File: src/rtl/core/mrwm_mul.sv
// ----------------------------------------------------------------------------
// mrwm_mul
// Shift-add multiplier, 64 by 16 bits, one multiplier bit per cycle.
// ----------------------------------------------------------------------------
module mrwm_mul (
    input  logic        clk,
    input  logic        rst_n,
    input  logic        start,
    input  logic [63:0] a,
    input  logic [15:0] b,
    output logic        done,
    output logic [79:0] product
);

    logic [79:0] acc_reg;
    logic [79:0] a_reg;
    logic [15:0] b_reg;
    logic [4:0]  cnt_reg;
    logic        busy_reg;
    logic        done_reg;

    always_ff @(posedge clk or negedge rst_n)
    begin
        if (!rst_n)
        begin
            busy_reg <= 1'b0;
            done_reg <= 1'b0;
            cnt_reg  <= '0;
        end
        else
        begin
            done_reg <= 1'b0;
            if (start)
            begin
                busy_reg <= 1'b1;
                cnt_reg  <= 5'd16;
            end
            else if (busy_reg)
            begin
                cnt_reg <= cnt_reg - 5'd1;
                if (cnt_reg == 5'd1)
                begin
                    busy_reg <= 1'b0;
                    done_reg <= 1'b1;
                end
            end
        end
    end

    always_ff @(posedge clk)
    begin
        if (start)
        begin
            acc_reg <= '0;
            a_reg   <= {16'd0, a};
            b_reg   <= b;
        end
        else if (busy_reg)
        begin
            if (b_reg[0])
            begin
                acc_reg <= acc_reg + a_reg;
            end
            a_reg <= {a_reg[78:0], 1'b0};
            b_reg <= {1'b0, b_reg[15:1]};
        end
    end

    assign done    = done_reg;
    assign product = acc_reg;

endmodule

File: config.mk
export PLATFORM = sky130hd
export DESIGN_NAME = mrwm_mul
export DESIGN_NICKNAME = d
export VERILOG_FILES = /design/src/rtl/core/mrwm_mul.sv
export SDC_FILE = /design/constraint.sdc
export NUM_CORES = 1
export LEC_CHECK = 0
export BUFFER_PORTS_ARGS = -buffer_cell sky130_fd_sc_hd__buf_2
export CAP_MARGIN = 15
export CORE_MARGIN = 2
export CORE_UTILIZATION = 53
export CTS_CLUSTER_DIAMETER = 50
export CTS_CLUSTER_SIZE = 25
export DETAILED_ROUTE_END_ITERATION = 8
export PLACE_DENSITY = 0.77
export SETUP_SLACK_MARGIN = 0.05
export SYNTH_ARGS = -nofsm -noshare
export SYNTH_HDL_FRONTEND = slang
export SYNTH_SLANG_ARGS = --single-unit
File: constraint.sdc
create_clock -name clk -period 2.9 [get_ports clk]
set_clock_uncertainty 0.2 [all_clocks]
set_input_delay 0.58 -clock clk [delete_from_list [all_inputs] [get_ports clk]]
set_output_delay 0.58 -clock clk [all_outputs]
set_load 0.005 [all_outputs]
---- After elaboration in Yosys (flattened, before gate mapping) ----
Cells that the tools add are included.
cells by class
  $add $sub $neg .......................... 2
  $mul .................................... 0
  divide/modulo/power cells ............... 0
  order comparisons ....................... 0
  equal/unequal tests ..................... 1
  shifts and indexed selects .............. 0
  mux-type cells .......................... 12
  bitwise logic cells ..................... 0
  reductions and logical operators ........ 2
operators with widths
  kind                   count
  $mux W64               2
  $add A80 B80 Y80       1
  $mux W16               2
  $mux W5                2
  $mux W1                6
  $eq A5 B1 Y1 const B   1
  $sub A5 B1 Y5 const B  1
  $reduce_and A2 Y1      1
  $reduce_bool A2 Y1     1
word-level totals
  bits in registers ....................... 183
  latch bits .............................. 0
  RAM bits ................................ 0
  ROM bits ................................ 0
  input bits .............................. 83
  output and inout port bits .............. 81
  logic and storage cells ................. 24
  memories ................................ 0

---- Logic depth before layout (Yosys ltp) ----
  depth in word-level cells ............... 4
  gate-level depth with buffers ........... 12
  gate-level depth less buffers ........... 12

---- Worst setup path after synthesis ----
No wires, ideal clock.
  path kind ............................... input port to flip-flop
  start ................................... input port start
  end ..................................... register a_reg[0] (enable)
  arrival time ............................ 2437 ps
  required time ........................... 2296 ps
  slack ................................... -141 ps
  stages .................................. 4
  buffers on the path ..................... 3
  path through ............................ clkbuf_1 clkbuf_1 clkbuf_1 or2_2
on the way
  longest elaborated chain between the ends .. 1
ends and longest elaborated chain
  element                       line  RTL
  start: declaration            8     input logic start,
  $reduce_bool A2 Y1 (no line)  --
  end signal: assignment        55    a_reg <= {16'd0, a};
  end signal: assignment        64    a_reg <= {a_reg[78:0], 1'b0};
  end: declaration              16    logic [79:0] a_reg;
No other way between the ends.
A chain may end at the register's enable or synchronous reset.

---- Final worst setup path ----
  start ................................... register a_reg[5]
  end ..................................... register acc_reg[30], in the netlist product[30]
on the way
  longest elaborated chain between the ends .. 1
ends and longest elaborated chain
  element                 line  RTL
  $add A80 B80 Y80        62    acc_reg <= acc_reg + a_reg;
  end signal: assignment  62
  end: declaration        15    logic [79:0] acc_reg;
No other way between the ends.

==> results.json <==
{
  "status": "complete, but fails checks",
  "violations": "setup timing",
  "grt_pass1_wl_mm": 65.65,
  "use_met1_pct": 42.58,
  "io_buffers": 163,
  "p_per_area_nw_per_um2": 979.6,
  "die_y_um": 153.2,
  "grt_max_degree": 81,
  "area_delta_synth_final_pct": 49.04,
  "r2r_end": "product[30]",
  "grtUsageMet3_pct": 6.606,
  "grt-busiest-layer": "met2",
  "max_slew_margin_pct": 46.61,
  "use_met2_pct": 58.59,
  "setup_viol": 61,
  "clock_path_buffers": 2,
  "syn_area_um2": 11810,
  "clock-root-buffer": "clkbuf_16",
  "drtIter0Drc": 1833,
  "wire_per_inst_um": 22.68,
  "max_freq_mhz": 293.2,
  "ys_warn_count": 0,
  "routed_wl_mm": 47.22,
  "ff2ff_path_depth": 15,
  "ir_worst_vdd_uv": 583.2,
  "arrival_ns": 3.58,
  "synth_nets": 1478,
  "hold_path.class": "in -> reg",
  "setup_ws_ns": -0.5110,
  "synthArstFlopShare_pct": 3.825,
  "rows": 54,
  "final_max_slew_viol_count": 0,
  "ys.flop_type": "dfxtp_1",
  "end_kind": "flop",
  "max_cap_violations": 0,
  "place_area_um2": 15020,
  "cts_tree": "done",
  "dr.pass1.iters": 7,
  "antenna_cells": 0,
  "clkTransAtPathRegs_ns": 0.08,
  "final_common_cell": "buf_4",
  "grtUsageTotal_pct": 34.62,
  "power_leakage_uw": 0.007838,
  "nFillCells": 1210,
  "die-area_um2": 23480,
  "core_um2": 21820,
  "final_nets": 1954,
  "required_ns": 3.07,
  "synth-seq-cells": 183,
  "htreeDepth": 4,
  "grt_pass1_vias": 12840,
  "drc": 0,
  "rsz0062_at_grt": "yes",
  "ant_nets": 0,
  "path_class": "reg -> reg",
  "hold_viol_final": 0,
  "fin_area_um2": 17590,
  "path_max_fanout": 4,
  "clock_sink_count": 183,
  "startpoint": "a_reg[5]",
  "ios": 164,
  "cts-buffers-inserted": 17,
  "ys_types": 78,
  "clk_latency_ns": 0.46,
  "finalCriticalPeriod_ns": 3.411,
  "r2r_slack_ns": -0.51,
  "cp-start-kind": "flop",
  "vias_per_cell": 6.462,
  "synth_edf_count": 80,
  "min_from": "a[0]",
  "vias": 13450,
  "seq_area_frac_synth_pct": 38.11,
  "setup_tns_ns": -16.04,
  "synth_area_per_cell_um2": 8.991,
  "r2r_start": "a_reg[5]",
  "holdPathEnd": "a_reg[0]",
  "dp_hpwl_mm": 26.54,
  "max_slew.worst_pin.slew_ns": 0.7992,
  "final.period_utilization_pct": 117.6,
  "overflow": 0,
  "mostFrequentLayoutCells": "buf_4 (334), nand2_1 (196), buf_2 (162)",
  "initial_core_util_pct": 54.09,
  "min_path_cells": 2,
  "routabilityCongestion": 0.9656,
  "finalPower_uw": 17240,
  "die_x_um": 153.2,
  "syn_inst": 1313,
  "drive_gt1_share_pct": 47.23,
  "grt_antenna_before_repair": 0
}
==> logic make-up after synthesis <==
family | Yosys count | share of synthesized area [%]
AOI/OAI and AO/OA | 377 | 19.96
adders and majority gates | 82 | 8.755
muxes | 94 | 8.797
DFF | 183 | 38.11
xor gates and xnor gates | 67 | 4.971
and+or+nand+nor | 414 | 16.16
buffers and inverters | 96 | 3.243
==> power by group <==
part	total (µW)	switching, µW	internal, µW
registers	3830	545	3280
logic	11000	5760	5210
clock network	2440	1210	1220
==> cell type report <==
| class | count | area, µm² | share of cell area (%) |
|---|---|---|---|
| clock buffer | 17 | 425.4 | 2.418 |
| clock inverter | 15 | 158.9 | 0.9031 |
| inverter | 26 | 97.59 | 0.5547 |
| multi-input combinational | 1034 | 8388 | 47.67 |
| sequential | 183 | 4499 | 25.57 |
| tap | 280 | 350.3 | 1.991 |
| timing repair buffer | 527 | 3675 | 20.89 |
==> synth_stat cells (all sizes together), types with 26 or more instances <==
master	number	share of area, %
a21o	28	1.8
xnor2	43	3.2
edfxtp	80	20
nand4	29	1.6
a21oi	170	7.5
nor2	83	2.7
inv	26	0.83
mux2	78	7.4
nand2	207	6.6
dfxtp	96	16
clkbuf	36	1.2
o21ai	63	2.7
buf	34	1.3
ha	81	8.6
==> how the worst max path moves through the flow <==
stage / to / slack [ns] / cells past startpoint
global placement: product[59] / -0.33 / 12
finish: product[30] / -0.51 / 15
detailed placement: product[73] / -0.39 / 13
CTS: product[24] / -0.23 / 13
floorplan: product[79] / 0.06 / 11
global route: product[30] / -0.74 / 15
==> metal layers <==
| metal | wire length (µm) | vias up |
|---|---|---|
| li1 | - | 5750 |
| met1 | 17280 | 6276 |
| met2 | 21640 | 1089 |
| met3 | 4702 | 339 |
| met4 | 3600 | 0 |
| met5 | 0 | - |
==> critical path, stage by stage (launching register included) <==
cell	delay (ns)
edfxtp_1	0.42
ha_1	0.35
buf_4	0.15
o211ai_1	0.14
o21ai_2	0.23
buf_4	0.15
o211ai_1	0.11
o21a_1	0.24
buf_4	0.16
o41ai_2	0.20
buf_4	0.19
nand3_1	0.08
nand2_1	0.09
xor2_1	0.23
nand2_1	0.14
a21oi_1	0.26
==> what timing repair did <==
item,in CTS,in global routing
endpoints found under the setup margin,52,63
gates resized for setup,180,103
buffers inserted,30,40
endpoints found under the hold margin,7,0
pin swaps,129,80
hold buffers,1,0
==> per-stage QoR <==
stage,hold slack [ns],setup WS [ns],utilization [%],cells
CTS,0.2216,-0.2251,77.20,2049
detailed placement,0.2193,-0.3942,68.83,1990
global placement,0.2167,-0.3266,68.83,1990
floorplan,0.08441,0.05918,-,1313
finish,0.2196,-0.5110,80.62,2082
global route,0.2106,-0.7351,80.62,2082
No activity file was read; power rests on OpenSTA's default activity.
