### src/rtl/core/mrwm_ram.sv
// ----------------------------------------------------------------------------
// mrwm_ram
// Generic one-write one-read RAM with registered read data.
// ----------------------------------------------------------------------------
module mrwm_ram #(
    parameter int WIDTH = 8,
    parameter int DEPTH = 16
) (
    input  logic                     clk,
    input  logic                     we,
    input  logic [$clog2(DEPTH)-1:0] waddr,
    input  logic [WIDTH-1:0]         wdata,
    input  logic [$clog2(DEPTH)-1:0] raddr,
    output logic [WIDTH-1:0]         rdata
);

    logic [WIDTH-1:0] mem [DEPTH];

    always_ff @(posedge clk)
    begin
        if (we)
        begin
            mem[waddr] <= wdata;
        end
        rdata <= mem[raddr];
    end

endmodule

### config.mk
export PLATFORM = sky130hd
export DESIGN_NAME = mrwm_ram
export DESIGN_NICKNAME = d
export VERILOG_FILES = /design/src/rtl/core/mrwm_ram.sv
export SDC_FILE = /design/constraint.sdc
export NUM_CORES = 1
export LEC_CHECK = 0
export ABC_CLOCK_PERIOD_IN_PS = 2300
export BUFFER_PORTS_ARGS = -buffer_cell sky130_fd_sc_hd__buf_4
export CELL_PAD_IN_SITES_DETAIL_PLACEMENT = 0
export CELL_PAD_IN_SITES_GLOBAL_PLACEMENT = 1
export CORE_ASPECT_RATIO = 1.1
export CORE_MARGIN = 2
export CORE_UTILIZATION = 56
export CTS_BUF_LIST = sky130_fd_sc_hd__clkbuf_8
export DETAILED_ROUTE_END_ITERATION = 8
export GPL_ROUTABILITY_DRIVEN = 0
export PLACE_DENSITY = 0.79
export SLEW_MARGIN = 20
export SYNTH_ARGS = -nofsm -noshare
export SYNTH_HDL_FRONTEND = slang
export SYNTH_SLANG_ARGS = --single-unit
### constraint.sdc
create_clock -name clk -period 2.3 [get_ports clk]
set_clock_uncertainty 0.1 [all_clocks]
set_input_delay 0.23 -clock clk [delete_from_list [all_inputs] [get_ports clk]]
set_output_delay 0.23 -clock clk [all_outputs]
set_load 0.005 [all_outputs]
== After elaboration in Yosys (flattened, before gate mapping) ==
Memories as Yosys holds them, arrays and structs flattened. A register that Yosys moved wholly into a read port is not among the register bits.
Index checks and enable logic that the tools add are counted.

* Multiplexer cells: 2

{| class="wikitable"
|+ Operators by type and width
! kind !! count
|-
| 1-bit 2-to-1 mux || 2
|}

* Register bits: 0
* RAM bits: 128
* Logic and storage cells: 3
* Memories: 1

{| class="wikitable"
|+ Memory list
! name !! words !! bits a word !! rd ports !! clocked after Yosys merged registers in !! write ports !! RTL line !! RTL
|-
| mem || 16 || 8 || 1 || 1 || 1 || 17 || <nowiki>logic [WIDTH-1:0] mem [DEPTH];</nowiki>
|}

== Depth between registers and ports, before layout ==
Gate-level depths: netlist of the first run.

* Word-level depth: 2
* Depth in mapped cells: 5
* Gate-level depth less buffers: 3

== Worst setup path after synthesis of the first run ==
No wires, ideal clock.

* Kind: in2reg
* Start: input waddr[2]
* End: memory mem[0][0], enable pin
* Setup time: 0.383 ns
* Data arrival time: 1.340 ns
* Data required time: 1.817 ns
* Path slack: 0.477 ns
* Stages on the path: 2
* Cell sequence: or3b_2 -> nor3_1

{| class="wikitable"
|+ RTL lines
! what !! RTL line !! RTL
|-
| from (decl) || 11 || <nowiki>input logic [$clog2(DEPTH)-1:0] waddr,</nowiki>
|-
| to (decl) || 17 ||
|}

Straight into the memory's write port.

==> key figures, run 1 <==
Floorplanning
  • Die Y: roughly 100 um
  • Die area: roughly 10000 um^2
  • Core Region: slightly below 9000 um^2
  • Row cnt: 36
  • Initial core utilization: between 50% and 60%
  • Io pins: 26
  • Die X: 95.4 um

STA
  • F_max: a little under 700 MHz
  • Least-Margin Pin Slew: 0.448 ns
  • RSZ-0062 raised after global routing: false
  • Setup ws final: around 0.8 ns
  • Final min period: roughly 1.5 ns
  • Max-slew violations: 0
  • Final setup viols: 0
  • Post-route setup TNS: 0 ns
  • Hold Fails Final Rpt: 0
  • Max_slew headroom: around 70%
  • Crit share post-route: roughly 65%

Clock network
  • Clock Latency Late Sink: between 0.4 and 0.5 ns
  • CTS Buffer Depth: 2
  • CTS tree: built
  • Setup repair bufs after CTS: 0
  • Clk slew on worst S/H paths: 0.07 ns
  • CTS HTree Levels: 4
  • TritonCTS Buffers: 17
  • CTS root buf: clkbuf_8
  • CTS sink cnt: around 140

Critical path
  • Critical Path Fanout Max: 1
  • Startpoint types: register
  • R2R setup slack: around 0.82 ns
  • Critical Path Start: mem[8][7]
  • Arrival time at the worst endpoint: between 1.5 and 2 ns
  • Crit. End Element: register
  • Worst Path Required: around 2.5 ns
  • Reg-to-reg startpoint: mem[8][7]
  • Crit Path Category: register to register
  • RR Endpoint: rdata[7]
  • FF-to-FF path depth: 3

Synth
  • Syn. warnings: 0
  • Mean Syn Cell Area: 22.5 um^2
  • Area contributors post-synth: edfxtp_1 75%, mux4_2 7.9%, mux4_1 7.1%, dfxtp_1 3.1%, a22oi_1 2.3%
  • Primary FF master, synth: edfxtp_1
  • Top-count cell post-synth: edfxtp_1
  • Post-synth top cells: 128 x edfxtp_1, 18 x mux4_2, 16 x a22oi_1
  • Post-Syn Instances: between 200 and 250
  • Mapped Nets: approximately 250
  • Post-Syn Area: ~5000 um^2
  • Yosys reg bits: 136
  • Largest area contributor in the netlist: edfxtp_1
  • Yosys cell types: 19
  • Post-synthesis sequential area ratio: 77.8%
  • Post-synth EDFFs: between 100 and 150
  • Synth top area share: between 70 and 80%
  • Async set-reset flop share out of synthesis: 0%

Drt
  • DR iter-0 viols: about 310
  • Routed length per instance: approximately 23 um
  • Routed vias: ~2400
  • DRC: 0
  • DR pass1 iterations: 4
  • Antenna Violating Nets Remaining: 0
  • Wirelength, routed: between 9000 and 10000 um
  • Vias per cell: approximately 5.9

Worst hold path
  • Hold path cells: 1
  • Hold WC Path Type: input port to register
  • HP Start: wdata[2]
  • Worst hold path endpoint: mem[6][2]

Pwr
  • Clock network power share: a little over a third
  • Reg power frac: between 50 and 60%
  • Leak: 2.04 nW
  • Cell Pwr Density: 793 nW/um^2
  • Net switching power figure: 0.941 mW
  • Combinational share of power: 5.8%
  • Max IR drop VDD: approximately 0.38 mV
  • Sw Share: between 10% and 20%
  • P_int: about 3.8 mW

Global route
  • Largest net degree at the start of global routing: 33
  • First-pass GRT wire length: between 10000 and 15000 um
  • Vias in the first global route: 2502
  • GRT Total Usage: 21.6%
  • Initial antenna violation count: 0
  • Gr ovfl total: 0

Outcome
  • Status: finished clean

Layout
  • Share of cells above drive strength 1: 29.4%
  • Diode count: 0
  • Nets: slightly above 300
  • Area grow syn2layout: 15.4%

Place
  • PortBufs: 25
  • DPL Wire Length: just over 6000 um
  • Pre-CTS setup slack: 0.382 ns

Flow run
  • # Max-Cap Violations: 0
==> per-stage QoR <==
step	power, mW	instance area (um^2)	cells	hold WS (ns)	util, %
6_report	4.71	5940	413	0.0206	66.6
5_1_grt	4.87	5940	413	0.0122	66.6
4_1_cts	4.75	5930	412	0.000219	66.5
3_5_place_dp	3.11	5550	378	0.434	62.3
3_3_place_gp	3.11	5550	378	0.427	62.3
2_1_floorplan	2.98	5150	229	0.229	-
==> power groups by stage <==
stage | logic [mW] | clock network [mW] | registers (mW)
global route | 0.297 | 1.78 | 2.79
detailed placement | 0.273 | 0 | 2.84
global placement | 0.267 | 0 | 2.84
CTS | 0.278 | 1.68 | 2.79
floorplan | 0.141 | 0 | 2.84
finish | 0.274 | 1.65 | 2.79
==> worst max path at each step <==
stage	endpoint	slack [ns]
after floorplan	mem[0][0]	0.48
after global placement	rdata[3]	0.39
after detailed placement	rdata[3]	0.38
after CTS	rdata[4]	0.78
after global routing	rdata[4]	0.77
final	rdata[7]	0.82
==> worst max-delay path: stages (launching register included) <==
cell and delay, ns:
edfxtp_1 0.38, mux4_2 0.48, a22oi_1 0.32, nand2_1 0.09
==> layer usage <==
metal	track usage [%]	up-vias	routed length (um)
met1	28.8	1254	3880
met4	7.04	0	118
met5	0	-	0
met3	7.35	11	557
li1	-	1087	-
met2	34.0	76	5050
==> flip-flops by register name (all words and copies together) (netlist names) <==
| signal | count |
|---|---|
| mem | 128 |
| rdata | 8 |
==> kinds of logic after synthesis <==
kind of cell    synth area share [%]
flops                           77.8
simple gates                    3.18
mux                             15.0
compound gates                  2.33
buf+inv                         1.68
==> placed cells by master, fill, tap and decap left out, types with 2 or more instances in the layout <==
master         count
edfxtp_1         128
mux4_2            18
nand3b_1           2
a22oi_1           16
dfxtp_1            8
nand2_1            9
nand2b_1           2
nor3_1             4
dlygate4sd3_1      5
buf_4             44
clkinv_2           4
clkbuf_8          19
inv_1              5
nor2_1            13
mux4_1            14
==> repair_timing <==
action | in CTS | in global routing
hold buffers | 4 | 1
setup endpoints to repair | 0 | 0
endpoints found under the hold margin | 55 | 7
resized for setup | 0 | 0
==> cell type report <==
| type | count | area (um^2) |
|---|---|---|
| clock buffers | 19 | 262 |
| clock inverters | 11 | 72.6 |
| fillers | 574 | 2980 |
| multi-input cells | 83 | 1060 |
| flip-flops and latches | 136 | 4000 |
| well taps | 114 | 143 |
| repair buffers | 50 | 400 |
No activity file was read; power rests on OpenSTA's default activity.
==> run 2, diff against run 1 <==
--- a/config.mk
+++ b/config.mk
@@ -5,7 +5,7 @@
 export SDC_FILE = /design/constraint.sdc
 export NUM_CORES = 1
 export LEC_CHECK = 0
-export ABC_CLOCK_PERIOD_IN_PS = 2300
+export ABC_CLOCK_PERIOD_IN_PS = 1400
 export BUFFER_PORTS_ARGS = -buffer_cell sky130_fd_sc_hd__buf_4
 export CELL_PAD_IN_SITES_DETAIL_PLACEMENT = 0
 export CELL_PAD_IN_SITES_GLOBAL_PLACEMENT = 1
==> constraint.sdc (replaced) <==
create_clock -name clk -period 1.4 [get_ports clk]
set_clock_uncertainty 0.1 [all_clocks]
set_input_delay 0.14 -clock clk [delete_from_list [all_inputs] [get_ports clk]]
set_output_delay 0.14 -clock clk [all_outputs]
set_load 0.005 [all_outputs]
==> run 2 against run 1 <==
Against the previous run: clock-buffer cell count shrank 2; clock power is 91% higher; largest cell class unchanged; first-iteration DRC count decreased by 10%.
==> key figures, run 2 (synthesis results as in run 1) <==
Outcome
  • Status: finished clean

Critical path
  • Critical path, cell by cell: mux4_2 > a22oi_2 > nand2_1
  • Worst path buffer plus inverter count: 0 (unchanged)
  • Reg-to-reg startpoint: mem[10][3]
  • Slowest-stage cell, CP: mux4_2
  • Arrival time at the worst endpoint: 1.59 ns (-0.10 ns)
  • FF-to-FF path depth: 3 (unchanged)
  • Worst Path Required: 1.61 ns (-0.89 ns)
  • Crit. End Element: register
  • CP top delay family: multiplexers
  • Critical Path Fanout Max: 1 (unchanged)
  • Crit Path Category: register to register
  • RR Endpoint: rdata[3]
  • R2R setup slack: 0.02 ns (-0.79 ns)
  • Startpoint types: register
  • Max incr delay on CP: 0.51 ns (+0.03 ns)

Pwr
  • Cell Pwr Density: 1330 nW/um^2 (+68%)
  • Max IR drop VDD: 0.810 mV (+110%)
  • Leak: 2.09 nW (+2.6%)
  • Final Total Pwr: 8.25 mW (+75%)

STA
  • Final min period: 1.38 ns (-0.108 ns)
  • Hold Fails Final Rpt: 0 (unchanged)
  • Least-Margin Pin Slew: 1.00 ns (+0.553 ns)
  • WHS: 0.125 ns (+0.105 ns)
  • Crit share post-route: 98.3% (+34 points)
  • RSZ-0062 raised after global routing: true
  • Max-slew violations: 0 (unchanged)
  • Max_slew headroom: 33.1% (-37 points)
  • Setup ws final: 0.0236 ns (-0.792 ns)
  • Post-route setup TNS: 0 ns (unchanged)
  • F_max: 727 MHz (+7.9%)
  • Final setup viols: 0 (unchanged)

Global route
  • GRT Total Usage: 22.7% (+1.1 points)
  • Initial antenna violation count: 0 (unchanged)
  • Vias in the first global route: 2693 (+7.6%)
  • Largest net degree at the start of global routing: 22 (-33%)
  • First-pass GRT wire length: 15500 um (+6.3%)
  • Gr ovfl total: 0 (unchanged)

Layout
  • Nets: 319 (+4.2%)
  • Diode count: 0 (unchanged)
  • Most common cell after layout, fill and taps aside: edfxtp_1
  • Area grow syn2layout: 20.1%
  • Largest register by flop count: mem
  • Largest regs: mem: 128 flops, rdata: 8 flops
  • Share of cells above drive strength 1: 39.6% (+10 points)
  • Largest register FFs: 128 (unchanged)
  • Most frequent cells in the layout: 128 x edfxtp_1, 50 x buf_4, 26 x mux4_2
  • Cell Count, Final, Fillers Out: 427 (+3.4%)

Clock network
  • CTS Buffer Depth: 2 (unchanged)
  • CTS HTree Levels: 4 (unchanged)
  • Setup repair bufs after CTS: 0 (unchanged)
  • CTS tree: built
  • CTS sink cnt: 136 (unchanged)
  • CTS root buf: clkbuf_8
  • TritonCTS Buffers: 17 (unchanged)
  • Clock Latency Late Sink: 0.43 ns (about the same)
  • Clk slew on worst S/H paths: 0.07 ns (about the same)

Worst hold path
  • HP Start: raddr[1]
  • Hold WC Path Type: input port to register
  • Worst hold path endpoint: rdata[6]
  • Hold path cells: 4 (+3)

Place
  • PortBufs: 25 (unchanged)
  • DP Cell Count: 388 (+2.6%)
  • DPL Wire Length: 6500 um (+7.7%)
  • Pre-CTS setup slack: -0.245 ns (-0.627 ns)

Drt
  • Vias per cell: 5.80 (-1.3%)
  • Routed length per instance: 23.7 um (+1.8%)
  • Met2 wire len: 5220 um (+3.2%)
  • Metal3 WL: 695 um (+25%)
  • DRC: 0 (unchanged)
  • Wirelength, routed: 10100 um (+5.2%)
  • DRT met1 WL: 4120 um (+6.3%)
  • Routed vias: 2477 (+2.0%)
  • DR pass1 iterations: 4 (unchanged)
  • DR iter-0 viols: 275 (-10%)
  • Antenna Violating Nets Remaining: 0 (unchanged)
  • Top sig layer: met4

Floorplanning
  • Die X: 95.4 um (unchanged)
  • Die Y: 105 um (unchanged)
  • Core Region: 8920 um^2 (unchanged)
  • Initial core utilization: 57.7% (unchanged)
  • Io pins: 26 (unchanged)
  • Row cnt: 36 (unchanged)
  • Die area: 9980 um^2 (unchanged)

Flow run
  • # Max-Cap Violations: 0 (unchanged)
==> run 2: changes by cell type in the layout (fill, tap and decap cells not counted), sizes merged <==
cell	change
clkinvlp	+3
bufinv	+2
clkbuf	-2
clkinv	+3
buf	+10
dlygate4sd3	+3
inv	-5
==> run 2: how the worst max path moves through the flow <==
stage,slack [ns],cells after the start,to,startpoint
2_1_floorplan,-0.11,2,mem[3][0],waddr[2]
3_3_place_gp,-0.23,5,rdata[4],raddr[0]
3_5_place_dp,-0.24,5,rdata[4],raddr[0]
4_1_cts,0.0004,3,rdata[7],mem[2][7]
5_1_grt,-0.03,3,rdata[4],mem[10][4]
6_report,0.02,3,rdata[3],mem[10][3]
==> run 2: report_power, final <==
group,switching [mW],total [mW],internal [mW]
combinational,0.252,0.517,0.264
clock,1.42,3.15,1.73
sequential,0.0311,4.58,4.55
total,1.71,8.25,6.54
==> run 2: stage by stage <==
stage               utilization, %  instance area, um^2
floorplan                        -                 5160
global placement              63.8                 5690
detailed placement            63.8                 5690
CTS                           69.2                 6180
global route                  69.3                 6180
finish                        69.3                 6180
==> run 2: final cells by class <==
cell class / instances / area (um^2)
Sequential cell: 136 / 4000
Fill cell: 576 / 2740
Multi-Input combinational cell: 83 / 1090
Timing Repair Buffer: 63 / 556
Clock buffer: 17 / 234
Clock inverter: 14 / 159
Tap cell: 114 / 143
==> run 2: worst reg2reg max path: stages, from the launching register on <==
cell and delay (ns):
edfxtp_1 0.38, mux4_2 0.51, a22oi_2 0.18, nand2_1 0.09
==> run 2: timing repair <==
item | CTS | global route
setup endpoints to repair | 5 | 8
resized for setup | 7 | 10
endpoints found under the hold margin | 128 | 0
pin swaps | 2 | 6
hold buffers | 8 | 0
==> run 2: layer usage <==
layer,global-route usage [%],vias up
met5,0,-
met1,32.8,1266
met4,6.33,0
li1,-,1108
met3,5.84,7
met2,35.2,96
