--- src/rtl/core/mrwm_div.sv ---
// ----------------------------------------------------------------------------
// mrwm_div
// Restoring 64 by 64 bit unsigned divider, one quotient bit per cycle.
// ----------------------------------------------------------------------------
module mrwm_div (
    input  logic        clk,
    input  logic        rst_n,
    input  logic        start,
    input  logic [63:0] dividend,
    input  logic [63:0] divisor,
    output logic        done,
    output logic [63:0] quotient
);

    logic [64:0] rem_reg;
    logic [63:0] quo_reg;
    logic [63:0] den_reg;
    logic [6:0]  cnt_reg;
    logic        busy_reg;
    logic        done_reg;
    logic [64:0] shifted;
    logic        fits;

    assign shifted = {rem_reg[63:0], quo_reg[63]};
    assign fits    = shifted >= {1'b0, den_reg};

    always_ff @(posedge clk or negedge rst_n)
    begin
        if (!rst_n)
        begin
            busy_reg <= 1'b0;
            done_reg <= 1'b0;
            cnt_reg  <= '0;
        end
        else
        begin
            done_reg <= 1'b0;
            if (start)
            begin
                busy_reg <= 1'b1;
                cnt_reg  <= 7'd64;
            end
            else if (busy_reg)
            begin
                cnt_reg <= cnt_reg - 7'd1;
                if (cnt_reg == 7'd1)
                begin
                    busy_reg <= 1'b0;
                    done_reg <= 1'b1;
                end
            end
        end
    end

    always_ff @(posedge clk)
    begin
        if (start)
        begin
            rem_reg <= '0;
            quo_reg <= dividend;
            den_reg <= divisor;
        end
        else if (busy_reg)
        begin
            rem_reg <= fits ? shifted - {1'b0, den_reg} : shifted;
            quo_reg <= {quo_reg[62:0], fits};
        end
    end

    assign done     = done_reg;
    assign quotient = quo_reg;

endmodule

--- config.mk ---
export PLATFORM = sky130hd
export DESIGN_NAME = mrwm_div
export DESIGN_NICKNAME = d
export VERILOG_FILES = /design/src/rtl/core/mrwm_div.sv
export SDC_FILE = /design/constraint.sdc
export NUM_CORES = 1
export LEC_CHECK = 0
export ABC_AREA = 1
export BUFFER_PORTS_ARGS = -buffer_cell sky130_fd_sc_hd__buf_2
export CORE_ASPECT_RATIO = 1.2
export CORE_UTILIZATION = 37
export DETAILED_ROUTE_END_ITERATION = 10
export HOLD_SLACK_MARGIN = 0.15
export SETUP_SLACK_MARGIN = 0.15
export SLEW_MARGIN = 15
export SYNTH_ARGS = -nofsm -noshare
export SYNTH_HDL_FRONTEND = slang
export SYNTH_SLANG_ARGS = --single-unit
--- constraint.sdc ---
create_clock -name clk -period 2.7 [get_ports clk]
set_input_delay 0.54 -clock clk [delete_from_list [all_inputs] [get_ports clk]]
set_output_delay 0.54 -clock clk [all_outputs]
set_load 0.02 [all_outputs]
# Yosys cells after proc, flatten, opt, wreduce, memory -nomap -nowiden
# Index checks and enable logic that the tools add are counted.
[totals]
reg_bits = 201
input_bits = 131
out_inout_bits = 65
word_cells = 22
[op_classes]
add_sub_neg = 2
n_lt_le_gt_ge = 1
n_eq_ne = 1
mux = 11
n_reduce_logical = 1
[op_table]
columns = ["op", "count"]
rows = [
  ["64-bit two-way mux", 3],
  ["65-bit by 64-bit >= comparator with 1-bit output", 1],
  ["64-bit subtractor", 1],
  ["7-bit two-way mux", 2],
  ["7-bit by 1-bit == test with 1-bit output (second input constant)", 1],
  ["7-bit by 1-bit subtractor with 7-bit output (second input constant)", 1],
  ["1-bit two-way mux", 6],
  ["2-bit nonzero test", 1],
]

# Logic depth before layout (Yosys ltp)
# Gate-level depths: netlist (run 1).
[logic_depth]
ltp_word = 4
mapped_depth = 19
depth_no_buf = 18

# Least setup slack after synthesis (run 1)
# Ideal clock, no wire load.
[synth_path]
path_kind = "in2reg"
start = "input port start"
end = "register quo_reg[0], in the netlist quotient[0] (enable)"
setup_time_ps = 454
t_arrival_ps = 2609
required_time_ps = 2246
slack_ps = -364
stages = 3
path_buffers = 1
cell_sequence = "nor2_1 -> inv_1 -> clkbuf_1"
[synth_via]
elab_chain_cells = 1
[synth_lines]
columns = ["element", "line", "rtl"]
rows = [
  ["start, declared", "8", "input logic start,"],
  ["2-bit nonzero test (no source line)", "n/a", ""],
  ["end signal, assigned", "60", "quo_reg <= dividend;"],
  ["end signal, assigned", "66", "quo_reg <= {quo_reg[62:0], fits};"],
  ["end, declared", "16", "logic [63:0] quo_reg;"],
]
# No other way between the ends.
# A chain may end at the register's enable or synchronous reset.

# Worst setup path after layout (run 1)
[layout_path]
start = "register den_reg[8]"
end = "register rem_reg[48]"
[layout_via]
elab_chain_cells = 2
word_cells_on_any_way = 3
classes_between = "add/sub: 1; order compare: 1; mux: 1"
[layout_lines]
columns = ["element", "line", "rtl"]
rows = [
  ["start, declared", "17", "logic [63:0] den_reg;"],
  ["start signal, assigned", "61", "den_reg <= divisor;"],
  ["64-bit subtractor / 65-bit by 64-bit >= comparator with 1-bit output (equally long branches)", "65, 25", ""],
  ["64-bit two-way mux *", "65", "rem_reg <= fits ? shifted - {1'b0, den_reg} : shifted;"],
  ["end signal, assigned", "65", ""],
  ["end, declared", "15", "logic [64:0] rem_reg;"],
]
# Mark *: on every way between the ends. The rest lies on a longest branch, timed or not.

==> results of run 1 <==
## per-stage QoR
stage          utilization [%]  hold slack [ns]  worst slack, ns  std cells  area, um^2
3_3_place_gp             42.40           0.4038          0.02869       2861       16100
2_1_floorplan                -           0.2444           0.4590       2184       14340
6_report                 47.42           0.1771           0.2288       2940       18000
4_1_cts                  45.06           0.1501           0.1213       2925       17110
5_1_grt                  47.42           0.1566           0.1139       2940       18000
3_5_place_dp             42.40           0.4055          0.05400       2861       16100
## worst paths after layout
kind                                  start     endpoint  slack, ns  cells past startpoint
worst max-delay path             den_reg[8]  rem_reg[48]       0.23                     16
min in group asynchronous             rst_n   cnt_reg[5]       0.39                      2
max in group asynchronous             rst_n   cnt_reg[3]       2.13                      2
worst min-delay path            divisor[49]  den_reg[49]       0.18                      1
worst min register to register  rem_reg[41]  rem_reg[41]       0.47                      2
worst max register to register   den_reg[8]  rem_reg[48]       0.23                     16
## synthesized netlist by cell type
cell type	n
a21boi_0	1
a21o_1	3
a21oi_1	54
a21oi_2	1
a31oi_1	1
and2_1	4
and3_1	1
buf_2	8
buf_4	4
buf_6	11
clkbuf_1	25
clkinv_1	1
dfrtp_1	9
dfxtp_1	64
edfxtp_1	128
fa_1	1
ha_1	66
inv_1	443
inv_2	8
nand2_1	908
nand2_2	9
nand2_4	1
nand3_1	152
nand3_2	1
nand3b_1	35
nand4_1	18
nor2_1	108
nor2_2	11
nor2_4	5
nor3_1	13
nor4_1	2
o21ai_0	38
o21ai_1	8
o21bai_1	8
o21bai_2	1
o22ai_1	1
or2_2	1
xnor2_1	29
xor2_1	2
## layout make-up
type                       count  area [um^2]  share of cell area (%)
tap                          480        600.6                   3.336
sequential                   201         5350                   29.72
clock inverter                 9        70.07                  0.3892
inverter                     452         1698                   9.432
timing repair buffer         280         1869                   10.38
clock buffer                  35        714.4                   3.969
multi-input combinational   1483         7699                   42.77
## power breakdown
part | switching (W) | leakage (nW) | internal (W) | total (W)
clock | 0.00132 | 0.378 | 0.00192 | 0.00324
sequential | 0.000110 | 1.95 | 0.00351 | 0.00362
combinational | 0.000832 | 7.31 | 0.000500 | 0.00133
total | 0.00226 | 9.64 | 0.00593 | 0.00819
## kinds of logic after synthesis
kind of cell,count (synthesis)
DFF,201
buffers and inverters,500
xor gates and xnor gates,31
and+or+nand+nor,1269
AOI/OAI and AO/OA,116
adders and majority gates,67
## critical path, stage by stage, from the launching register on
cell and delay [ns]:
edfxtp_1 0.33, inv_1 0.07, ha_4 0.30, nand2_4 0.07
nor2_4 0.17, inv_2 0.06, nor2_4 0.15, nand4_1 0.21
o21bai_2 0.22, nor2_4 0.06, buf_12 0.14, nand2_8 0.12
buf_12 0.13, buf_4 0.12, nand2_1 0.06, nand3_2 0.08
nand2_1 0.05
## layer usage
layer	wire length (um)	track usage [%]
met4	2641	10.54
met3	2814	3.891
met2	23660	44.05
met5	0	0
met1	19540	26.66
## repair_timing
action,in CTS,in global routing
cloned,0,5
pin swaps,3,22
endpoints found under the hold margin,28,0
endpoints found under the setup margin,32,65
setup buffers,0,10
gates resized for setup,9,130
hold buffers,20,0
==> results.ini, run 1 <==
[global_routing]
grt_max_degree = 100
grt_pass1_wl_mm = 73.22
grt-ovfl-total = 0
grtUsageTotal_pct = 23.80
first_global_vias = 13930
antenna_found_initial = 0

[power]
p_total_w = 0.008193
powerDensity_mw_per_mm2 = 455.2
total_leakage_power_nw = 9.644
vdd_drop_max_v = 0.0004741

[critical_path]
cp_max_fo = 6
path_class = register to register
cp-start-kind = register
cp_data_required_time_ns = 3.13
crit_arrival_ns = 2.91
end_kind = register

[drt]
vias_per_cell = 4.771
first_pass_iters = 5
route.detailed.drc = 0
via_count = 14030
post_drt_wl_per_cell_um = 16.55
ant_nets = 0
drt_wl_total_mm = 48.65
drtIter0Drc = 760

[placement]
io_buffers = 195
gp_congestion = 0.9870
dp_hpwl_mm = 37.53

[floorplanning]
dieArea_mm2 = 0.03956
ioPinCount = 196
core_mm2 = 0.03796
die_h_um = 217.7
fp.dieW_um = 181.7
initial_core_util_pct = 37.78
rows = 78

[clock_network]
clk_path_buf_depth = 3
cts_tree = done
cts_made_buffers = 24
clockRootBuffer = clkbuf_16
ctsHtreeMaxLevel = 1
clk_pin_slew_worst_paths_ns = 0.06
cts.sinks = 201
clkLatencyLatePin_ns = 0.54

[final_layout]
fillers = 3969
final_nets = 2640
layout_commonest_cell = nand2_1
syn_to_final_growth_pct = 25.51
final_cell_mix = nand2_1 (873), inv_1 (442), buf_2 (194)
drive_above_1_share_pct = 18.21
antennaDiodeCount = 0

[yosys]
synthAdderAreaFrac_pct = 5.897
syn_nets = 2382
avgSynthCellArea_um2 = 6.567
synth_seq_cells = 201
syn_area_mm2 = 0.01434
yosysTopAreaCell = edfxtp_1
synth_top_family_by_area = simple AND/OR/NAND/NOR gates
synth.area.top_cells = edfxtp_1 (27%), nand2_1 (24%), inv_1 (12%)
synth_compound_area_share_pct = 4.344
ys_seq_area_share_pct = 37.30
synth.area.mux_share_pct = 0
syn_inst = 2184
yosys.area_share.simple_pct = 36.73
synth_xor_area_share_pct = 1.893
synth_cell_type_count = 39
yosysTopAreaCellShare_pct = 26.80
synth_warnings = 0

[timing]
fmax_mhz = 404.7
final.period_utilization_pct = 91.53
skew_ns = 0.01331
grt_setup_unrepaired = true
worstMarginPinSlew_ns = 0.6399
slew_headroom_pct = 57.34
slew_violations = 0
setup_viol = 0
finalCriticalPeriod_ns = 2.471
hold_violations = 0
setup_tns_ns = 0

[worst_hold_path]
hp-class = input port to register

[run_status]
status = complete, no violations

[flow_run]
maxCapViolations = 0

No activity file was read; power rests on OpenSTA's default activity.
==> inputs of run 2 (changes only) <==
--- a/config.mk
+++ b/config.mk
@@ -11,8 +11,10 @@
 export CORE_UTILIZATION = 37
 export DETAILED_ROUTE_END_ITERATION = 10
 export HOLD_SLACK_MARGIN = 0.15
+export MAX_ROUTING_LAYER = met4
 export SETUP_SLACK_MARGIN = 0.15
 export SLEW_MARGIN = 15
 export SYNTH_ARGS = -nofsm -noshare
 export SYNTH_HDL_FRONTEND = slang
 export SYNTH_SLANG_ARGS = --single-unit
+export TNS_END_PERCENT = 10
==> run 2 against run 1 <==
Net effect: via count grew 0.31%; worst setup slack got worse by 0.011 ns; non-clock buffer count is 2 lower; clock skew up 0.0081 ns; combinational power increased by 3%; power rose by 0.14%; sequential share of layout area fell by 0.31 points; hold slack got worse by 0.016 ns; sequential cell count stayed put; clock-buffer cell count rose by 5; register-to-register slack hardly changed; global-route usage grew 0.92 points.
==> results.ini, run 2 (synthesis results as in run 1) <==
[timing]
setup_viol = 0  ; unchanged
fmax_mhz = 402.9  ; was 404.7 MHz
final.period_utilization_pct = 91.93  ; was 91.53%
setup_ws_ns = 0.2179  ; was 0.2288 ns
holdWs_ns = 0.1614  ; was 0.1771 ns
finalCriticalPeriod_ns = 2.482  ; was 2.471 ns
hold_violations = 0  ; unchanged
worstMarginPinSlew_ns = 0.5086  ; was 0.6399 ns
slew_violations = 0  ; unchanged
slew_headroom_pct = 65.73  ; was 57.34%
grt_setup_unrepaired = true  ; unchanged
skew_ns = 0.02141  ; was 0.01331 ns

[critical_path]
end_kind = register  ; unchanged
reg2reg_slack_ns = 0.22  ; was 0.23 ns
cp-start-kind = register  ; unchanged
r2r-end = rem_reg[18]  ; was rem_reg[48]
reg2regPathDepth = 15  ; was 16
cp_max_fo = 8  ; was 6
crit-reg2reg-launch = den_reg[47]  ; was den_reg[8]
path_class = register to register  ; unchanged
cp_data_required_time_ns = 3.11  ; was 3.13 ns
crit_arrival_ns = 2.89  ; was 2.91 ns

[floorplanning]
fp.dieW_um = 181.7  ; unchanged
initial_core_util_pct = 37.78  ; unchanged
dieArea_mm2 = 0.03956  ; unchanged
core_mm2 = 0.03796  ; unchanged
die_h_um = 217.7  ; unchanged
ioPinCount = 196  ; unchanged
rows = 78  ; unchanged

[flow_run]
maxCapViolations = 0  ; unchanged

[power]
power_frac_clock_pct = 39.2  ; was 39.5%
power_switching_w = 0.002247  ; was 0.002260 W
switching_share_pct = 27.39  ; was 27.58%
p_total_w = 0.008204  ; was 0.008193 W
total_leakage_power_nw = 9.676  ; was 9.644 nW
p_int_w = 0.005957  ; was 0.005933 W
powerDensity_mw_per_mm2 = 451.0  ; was 455.2 mW/mm^2
vdd_drop_max_v = 0.0004155  ; was 0.0004741 V
pwr-share-seq_pct = 44.2  ; about the same
comb_power_share_pct = 16.7  ; was 16.3%

[final_layout]
final_nets = 2639  ; was 2640
final_util_pct = 47.92  ; was 47.42%
fillers = 3933  ; was 3969
syn_to_final_growth_pct = 26.84  ; was 25.51%
multi_input_area_mm2 = 0.007873  ; was 0.007699 mm^2
stdcell_area_mm2 = 0.01819  ; was 0.01800 mm^2
final_cell_mix = nand2_1 (861), inv_1 (440), buf_2 (194)  ; was nand2_1 (873), inv_1 (442), buf_2 (194)
drive_above_1_share_pct = 19.56  ; was 18.21%
regArea_mm2 = 0.005350  ; unchanged
layout_commonest_cell = nand2_1  ; unchanged

[clock_network]
cts_made_buffers = 24  ; unchanged
clk_path_buf_depth = 3  ; unchanged
cts_tree = done  ; unchanged
ctsHtreeMaxLevel = 1  ; unchanged
clockRootBuffer = clkbuf_16  ; unchanged
cts.sinks = 201  ; unchanged
clk_pin_slew_worst_paths_ns = 0.06  ; about the same
clkLatencyLatePin_ns = 0.55  ; was 0.54 ns

[drt]
vias_per_cell = 4.786  ; was 4.771
drt_wl_total_mm = 50.13  ; was 48.65 mm
first_pass_iters = 7  ; was 5
route.detailed.drc = 0  ; unchanged
drtIter0Drc = 668  ; was 760
ant_nets = 0  ; unchanged
via_count = 14070  ; was 14030
post_drt_wl_per_cell_um = 17.05  ; was 16.55 um

[global_routing]
grtUsageTotal_pct = 24.72  ; was 23.80%
grt_pass1_wl_mm = 73.75  ; was 73.22 mm
grt-ovfl-total = 0  ; unchanged
antenna_found_initial = 1  ; was 0
first_global_vias = 13910  ; was 13930
grt_max_degree = 83  ; was 100

[placement]
place_ws_ns = -0.009748  ; was 0.05400 ns
dp_hpwl_mm = 38.17  ; was 37.53 mm
gp_congestion = 0.9618  ; was 0.9870
io_buffers = 195  ; unchanged
post_dp_cell_area_mm2 = 0.01617  ; was 0.01610 mm^2

[worst_hold_path]
min_path_cells = 1  ; unchanged
hold_path_end = den_reg[60]  ; was den_reg[49]
hp-class = input port to register  ; unchanged
worstHoldStart = divisor[60]  ; was divisor[49]

[run_status]
status = complete, no violations  ; unchanged

-- run 2: changes by cell type in the layout (fill, tap and decap cells not counted), moves of 3 or more --
cell	change
buf_4	+9
buf_6	+4
clkbuf_1	+4
clkinv_1	-4
dlygate4sd3_1	-18
ha_1	-3
ha_2	-7
ha_4	+10
nand2_1	-12
nand2_2	+13
nor2_2	-3
nor2_4	+5
-- run 2: per-layer routing --
metal / global-route usage, % / vias to the layer above / routed length, um
li1: - / 7188 / -
met4: 7.994 / 0 / 1886
met3: 3.307 / 87 / 2388
met2: 45.38 / 374 / 25310
met1: 27.47 / 6422 / 20540
met5: - / - / 0
-- run 2: power by group through the flow --
stage | clock network, W | logic [W] | registers, W
floorplan | 0 | 0.000629 | 0.00379
global placement | 0 | 0.00121 | 0.00368
detailed placement | 0 | 0.00122 | 0.00368
CTS | 0.00330 | 0.00123 | 0.00363
global route | 0.00342 | 0.00151 | 0.00365
finish | 0.00321 | 0.00137 | 0.00363
-- run 2: worst max path at each step --
stage                            start           to
after global placement     den_reg[11]  rem_reg[58]
after CTS                 quotient[63]  rem_reg[60]
final                      den_reg[47]  rem_reg[18]
after floorplan           quotient[63]  rem_reg[34]
after global routing       den_reg[47]  rem_reg[18]
after detailed placement  quotient[63]  rem_reg[58]
-- run 2: repair_timing --
| item | 4_1_cts | 5_1_grt |
|---|---|---|
| endpoints found under the setup margin | 36 | 65 |
| hold buffers | 2 | 0 |
| pin swaps | 0 | 21 |
| buffers inserted | 0 | 15 |
| gates resized for setup | 11 | 160 |
| endpoints found under the hold margin | 10 | 0 |
| cloned | 0 | 10 |
-- run 2: through the flow --
step                std cells  setup TNS (ns)
floorplan                2184               0
global placement         2868      -0.0002114
detailed placement       2868       -0.009748
CTS                      2914               0
global route             2940               0
finish                   2940               0
-- run 2: cell type report --
cell class                      count  share of cell area, %
Clock inverter                      4                 0.2613
Timing Repair Buffer              278                  10.39
Clock buffer                       40                  4.023
Sequential cell                   201                  29.41
Antenna cell                        1                0.01376
Tap cell                          480                  3.301
Inverter                          452                  9.333
Multi-Input combinational cell   1484                  43.27
-- run 2: critical path: stages, from the launching register on --
cell and delay [ns]:
edfxtp_1 0.33, inv_1 0.04, ha_2 0.37, nand2_1 0.12
nor2_2 0.15, nand2_1 0.12, nor2_4 0.16, nand2_2 0.11
o21bai_4 0.16, nor2_4 0.06, buf_12 0.15, nand2_8 0.16
buf_12 0.17, nand2_1 0.07, nand3_1 0.08, o21ai_0 0.09
==> inputs of run 3 (changes only) <==
--- a/config.mk
+++ b/config.mk
@@ -12,6 +12,7 @@
 export DETAILED_ROUTE_END_ITERATION = 10
 export HOLD_SLACK_MARGIN = 0.15
 export MAX_ROUTING_LAYER = met4
+export PLACE_DENSITY = 0.66
 export SETUP_SLACK_MARGIN = 0.15
 export SLEW_MARGIN = 15
 export SYNTH_ARGS = -nofsm -noshare
==> run 3 against run 2 <==
Net effect: sequential power about the same; sequential share of layout area up 0.41 points; final cell count about the same; register-to-register slack is essentially flat; utilization decreased by 0.66 points; worst setup slack lost 0.0025 ns; critical path depth is the same; final area fell by 1.4%; largest power group unchanged.
==> results.ini, run 3 (synthesis results as in run 1) <==
[drt]
via_count = 14170  ; was 14070
vias_per_cell = 4.819  ; was 4.786
drtIter0Drc = 932  ; was 668
ant_nets = 0  ; unchanged
route.detailed.drc = 0  ; unchanged
drt_wl_total_mm = 49.58  ; was 50.13 mm
first_pass_iters = 6  ; was 7
post_drt_wl_per_cell_um = 16.86  ; was 17.05 um

[final_layout]
antennaDiodeCount = 0  ; was 1
layout_commonest_cell = nand2_1  ; unchanged
syn_to_final_growth_pct = 25.11  ; was 26.84%
final_nets = 2644  ; was 2639
final_cell_mix = nand2_1 (866), inv_1 (439), buf_2 (194)  ; was nand2_1 (861), inv_1 (440), buf_2 (194)
drive_above_1_share_pct = 19.14  ; was 19.56%
final_util_pct = 47.26  ; was 47.92%

[critical_path]
cp_data_required_time_ns = 3.12  ; was 3.11 ns
cp-start-kind = register  ; unchanged
slowest_stage = edfxtp_1  ; was ha_2
cp.depth = 15  ; unchanged
crit_arrival_ns = 2.91  ; was 2.89 ns
cp_num_buf_inv = 5  ; was 3
cpMostUsedCell = a21oi_2  ; was nand2_1
cpLargestDelayFamily = simple AND/OR/NAND/NOR gates  ; unchanged
cpPeakStageDelay_ns = 0.36  ; was 0.37 ns
path_class = register to register  ; unchanged
cp_max_fo = 7  ; was 8
end_kind = register  ; unchanged
crit_chain = inv_1, ha_4, a21oi_2, inv_1, a21oi_2, nand2_2, a21oi_2, nand2_2, nor2_4, buf_12, buf_4, buf_4, nand3b_1, nand3_1, nand2_1  ; was inv_1, ha_2, nand2_1, nor2_2, nand2_1, nor2_4, nand2_2, o21bai_4, nor2_4, buf_12, nand2_8, buf_12, nand2_1, nand3_1, o21ai_0
reg2regPathDepth = 15  ; unchanged

[power]
p_int_w = 0.005666  ; was 0.005957 W
power_frac_clock_pct = 37.5  ; was 39.2%
powerDensity_mw_per_mm2 = 443.5  ; was 451.0 mW/mm^2
vdd_drop_max_v = 0.0003836  ; was 0.0004155 V
pwr-share-seq_pct = 45.5  ; was 44.2%
total_leakage_power_nw = 9.664  ; was 9.676 nW
comb_power_share_pct = 16.9  ; was 16.7%
switching_share_pct = 28.81  ; was 27.39%
power_switching_w = 0.002293  ; was 0.002247 W

[global_routing]
antenna_found_initial = 0  ; was 1
grt_max_degree = 81  ; was 83
grtUsageTotal_pct = 25.19  ; was 24.72%
grt-ovfl-total = 0  ; unchanged
first_global_vias = 13900  ; was 13910
grt_pass1_wl_mm = 74.13  ; was 73.75 mm

[worst_hold_path]
hp-class = input port to register  ; unchanged
min_path_cells = 1  ; unchanged

[timing]
slew_violations = 0  ; unchanged
worstMarginPinSlew_ns = 0.6091  ; was 0.5086 ns
skew_ns = 0.01389  ; was 0.02141 ns
hold_violations = 0  ; unchanged
grt_setup_unrepaired = true  ; unchanged
finalCriticalPeriod_ns = 2.485  ; was 2.482 ns
fmax_mhz = 402.5  ; was 402.9 MHz
setup_viol = 0  ; unchanged
final.period_utilization_pct = 92.02  ; was 91.93%
holdWs_ns = 0.1743  ; was 0.1614 ns
slew_headroom_pct = 59.33  ; was 65.73%

[floorplanning]
ioPinCount = 196  ; unchanged
initial_core_util_pct = 37.78  ; unchanged
dieArea_mm2 = 0.03956  ; unchanged
fp.dieW_um = 181.7  ; unchanged
die_h_um = 217.7  ; unchanged
rows = 78  ; unchanged
core_mm2 = 0.03796  ; unchanged

[placement]
gp_congestion = 0.9886  ; was 0.9618
dp_hpwl_mm = 38.82  ; was 38.17 mm
io_buffers = 195  ; unchanged

[clock_network]
clockRootBuffer = clkbuf_16  ; unchanged
clk_pin_slew_worst_paths_ns = 0.06  ; about the same
cts_made_buffers = 23  ; was 24
clkLatencyLatePin_ns = 0.54  ; was 0.55 ns
clk_path_buf_depth = 3  ; unchanged
cts.sinks = 201  ; unchanged
ctsHtreeMaxLevel = 1  ; unchanged
cts_tree = done  ; unchanged

[flow_run]
maxCapViolations = 0  ; unchanged

[run_status]
status = complete, no violations  ; unchanged

-- run 3: metal layers --
| layer | vias up | share of wire, % | GRT usage (%) | wire length [um] |
|---|---|---|---|---|
| li1 | 7196 | - | - | - |
| met1 | 6434 | 40 | 27.76 | 19830 |
| met2 | 430 | 49 | 44.88 | 24510 |
| met3 | 112 | 5.3 | 3.340 | 2643 |
| met4 | 0 | 5.2 | 11.86 | 2589 |
| met5 | - | 0 | - | 0 |
-- run 3: metrics by stage --
| step | power, W | setup TNS [ns] | setup WS (ns) | area, um^2 | std cells |
|---|---|---|---|---|---|
| finish | 0.007959 | 0 | 0.2154 | 17940 | 2941 |
| global route | 0.008323 | 0 | 0.08754 | 17940 | 2941 |
| CTS | 0.007931 | 0 | 0.1378 | 16970 | 2914 |
| detailed placement | 0.004908 | -0.01198 | -0.01198 | 16210 | 2871 |
| global placement | 0.004895 | -0.1328 | -0.1067 | 16210 | 2871 |
| floorplan | 0.004420 | 0 | 0.4590 | 14340 | 2184 |
-- run 3: layout make-up --
cell class | instances | area, um^2
Clock inverter | 6 | 40.04
Clock buffer | 34 | 646.9
Fill cell | 3992 | 20020
Multi-Input combinational cell | 1483 | 7702
Inverter | 452 | 1698
Tap cell | 480 | 600.6
Sequential cell | 201 | 5350
Timing Repair Buffer | 285 | 1906
-- run 3: final timing paths --
path	slack (ns)	start	endpoint
worst max-delay path	0.22	den_reg[56]	rem_reg[44]
worst min-delay path	0.17	divisor[41]	den_reg[41]
worst max register to register	0.22	den_reg[56]	rem_reg[44]
worst min register to register	0.48	rem_reg[32]	rem_reg[32]
max in group asynchronous	2.12	rst_n	done
min in group asynchronous	0.39	rst_n	cnt_reg[6]
-- run 3: power by group through the flow --
stage               registers (W)  clock network, W  logic [W]
floorplan                 0.00379                 0   0.000629
global placement          0.00368                 0    0.00121
detailed placement        0.00368                 0    0.00123
CTS                       0.00362           0.00307    0.00124
global route              0.00365           0.00319    0.00149
finish                    0.00362           0.00299    0.00135
-- run 3: repair_timing --
item,4_1_cts,5_1_grt
hold buffers,3,0
cloned,0,6
resized for setup,14,143
setup endpoints to repair,58,65
endpoints found under the hold margin,11,0
pin swaps,2,31
setup buffers,0,21
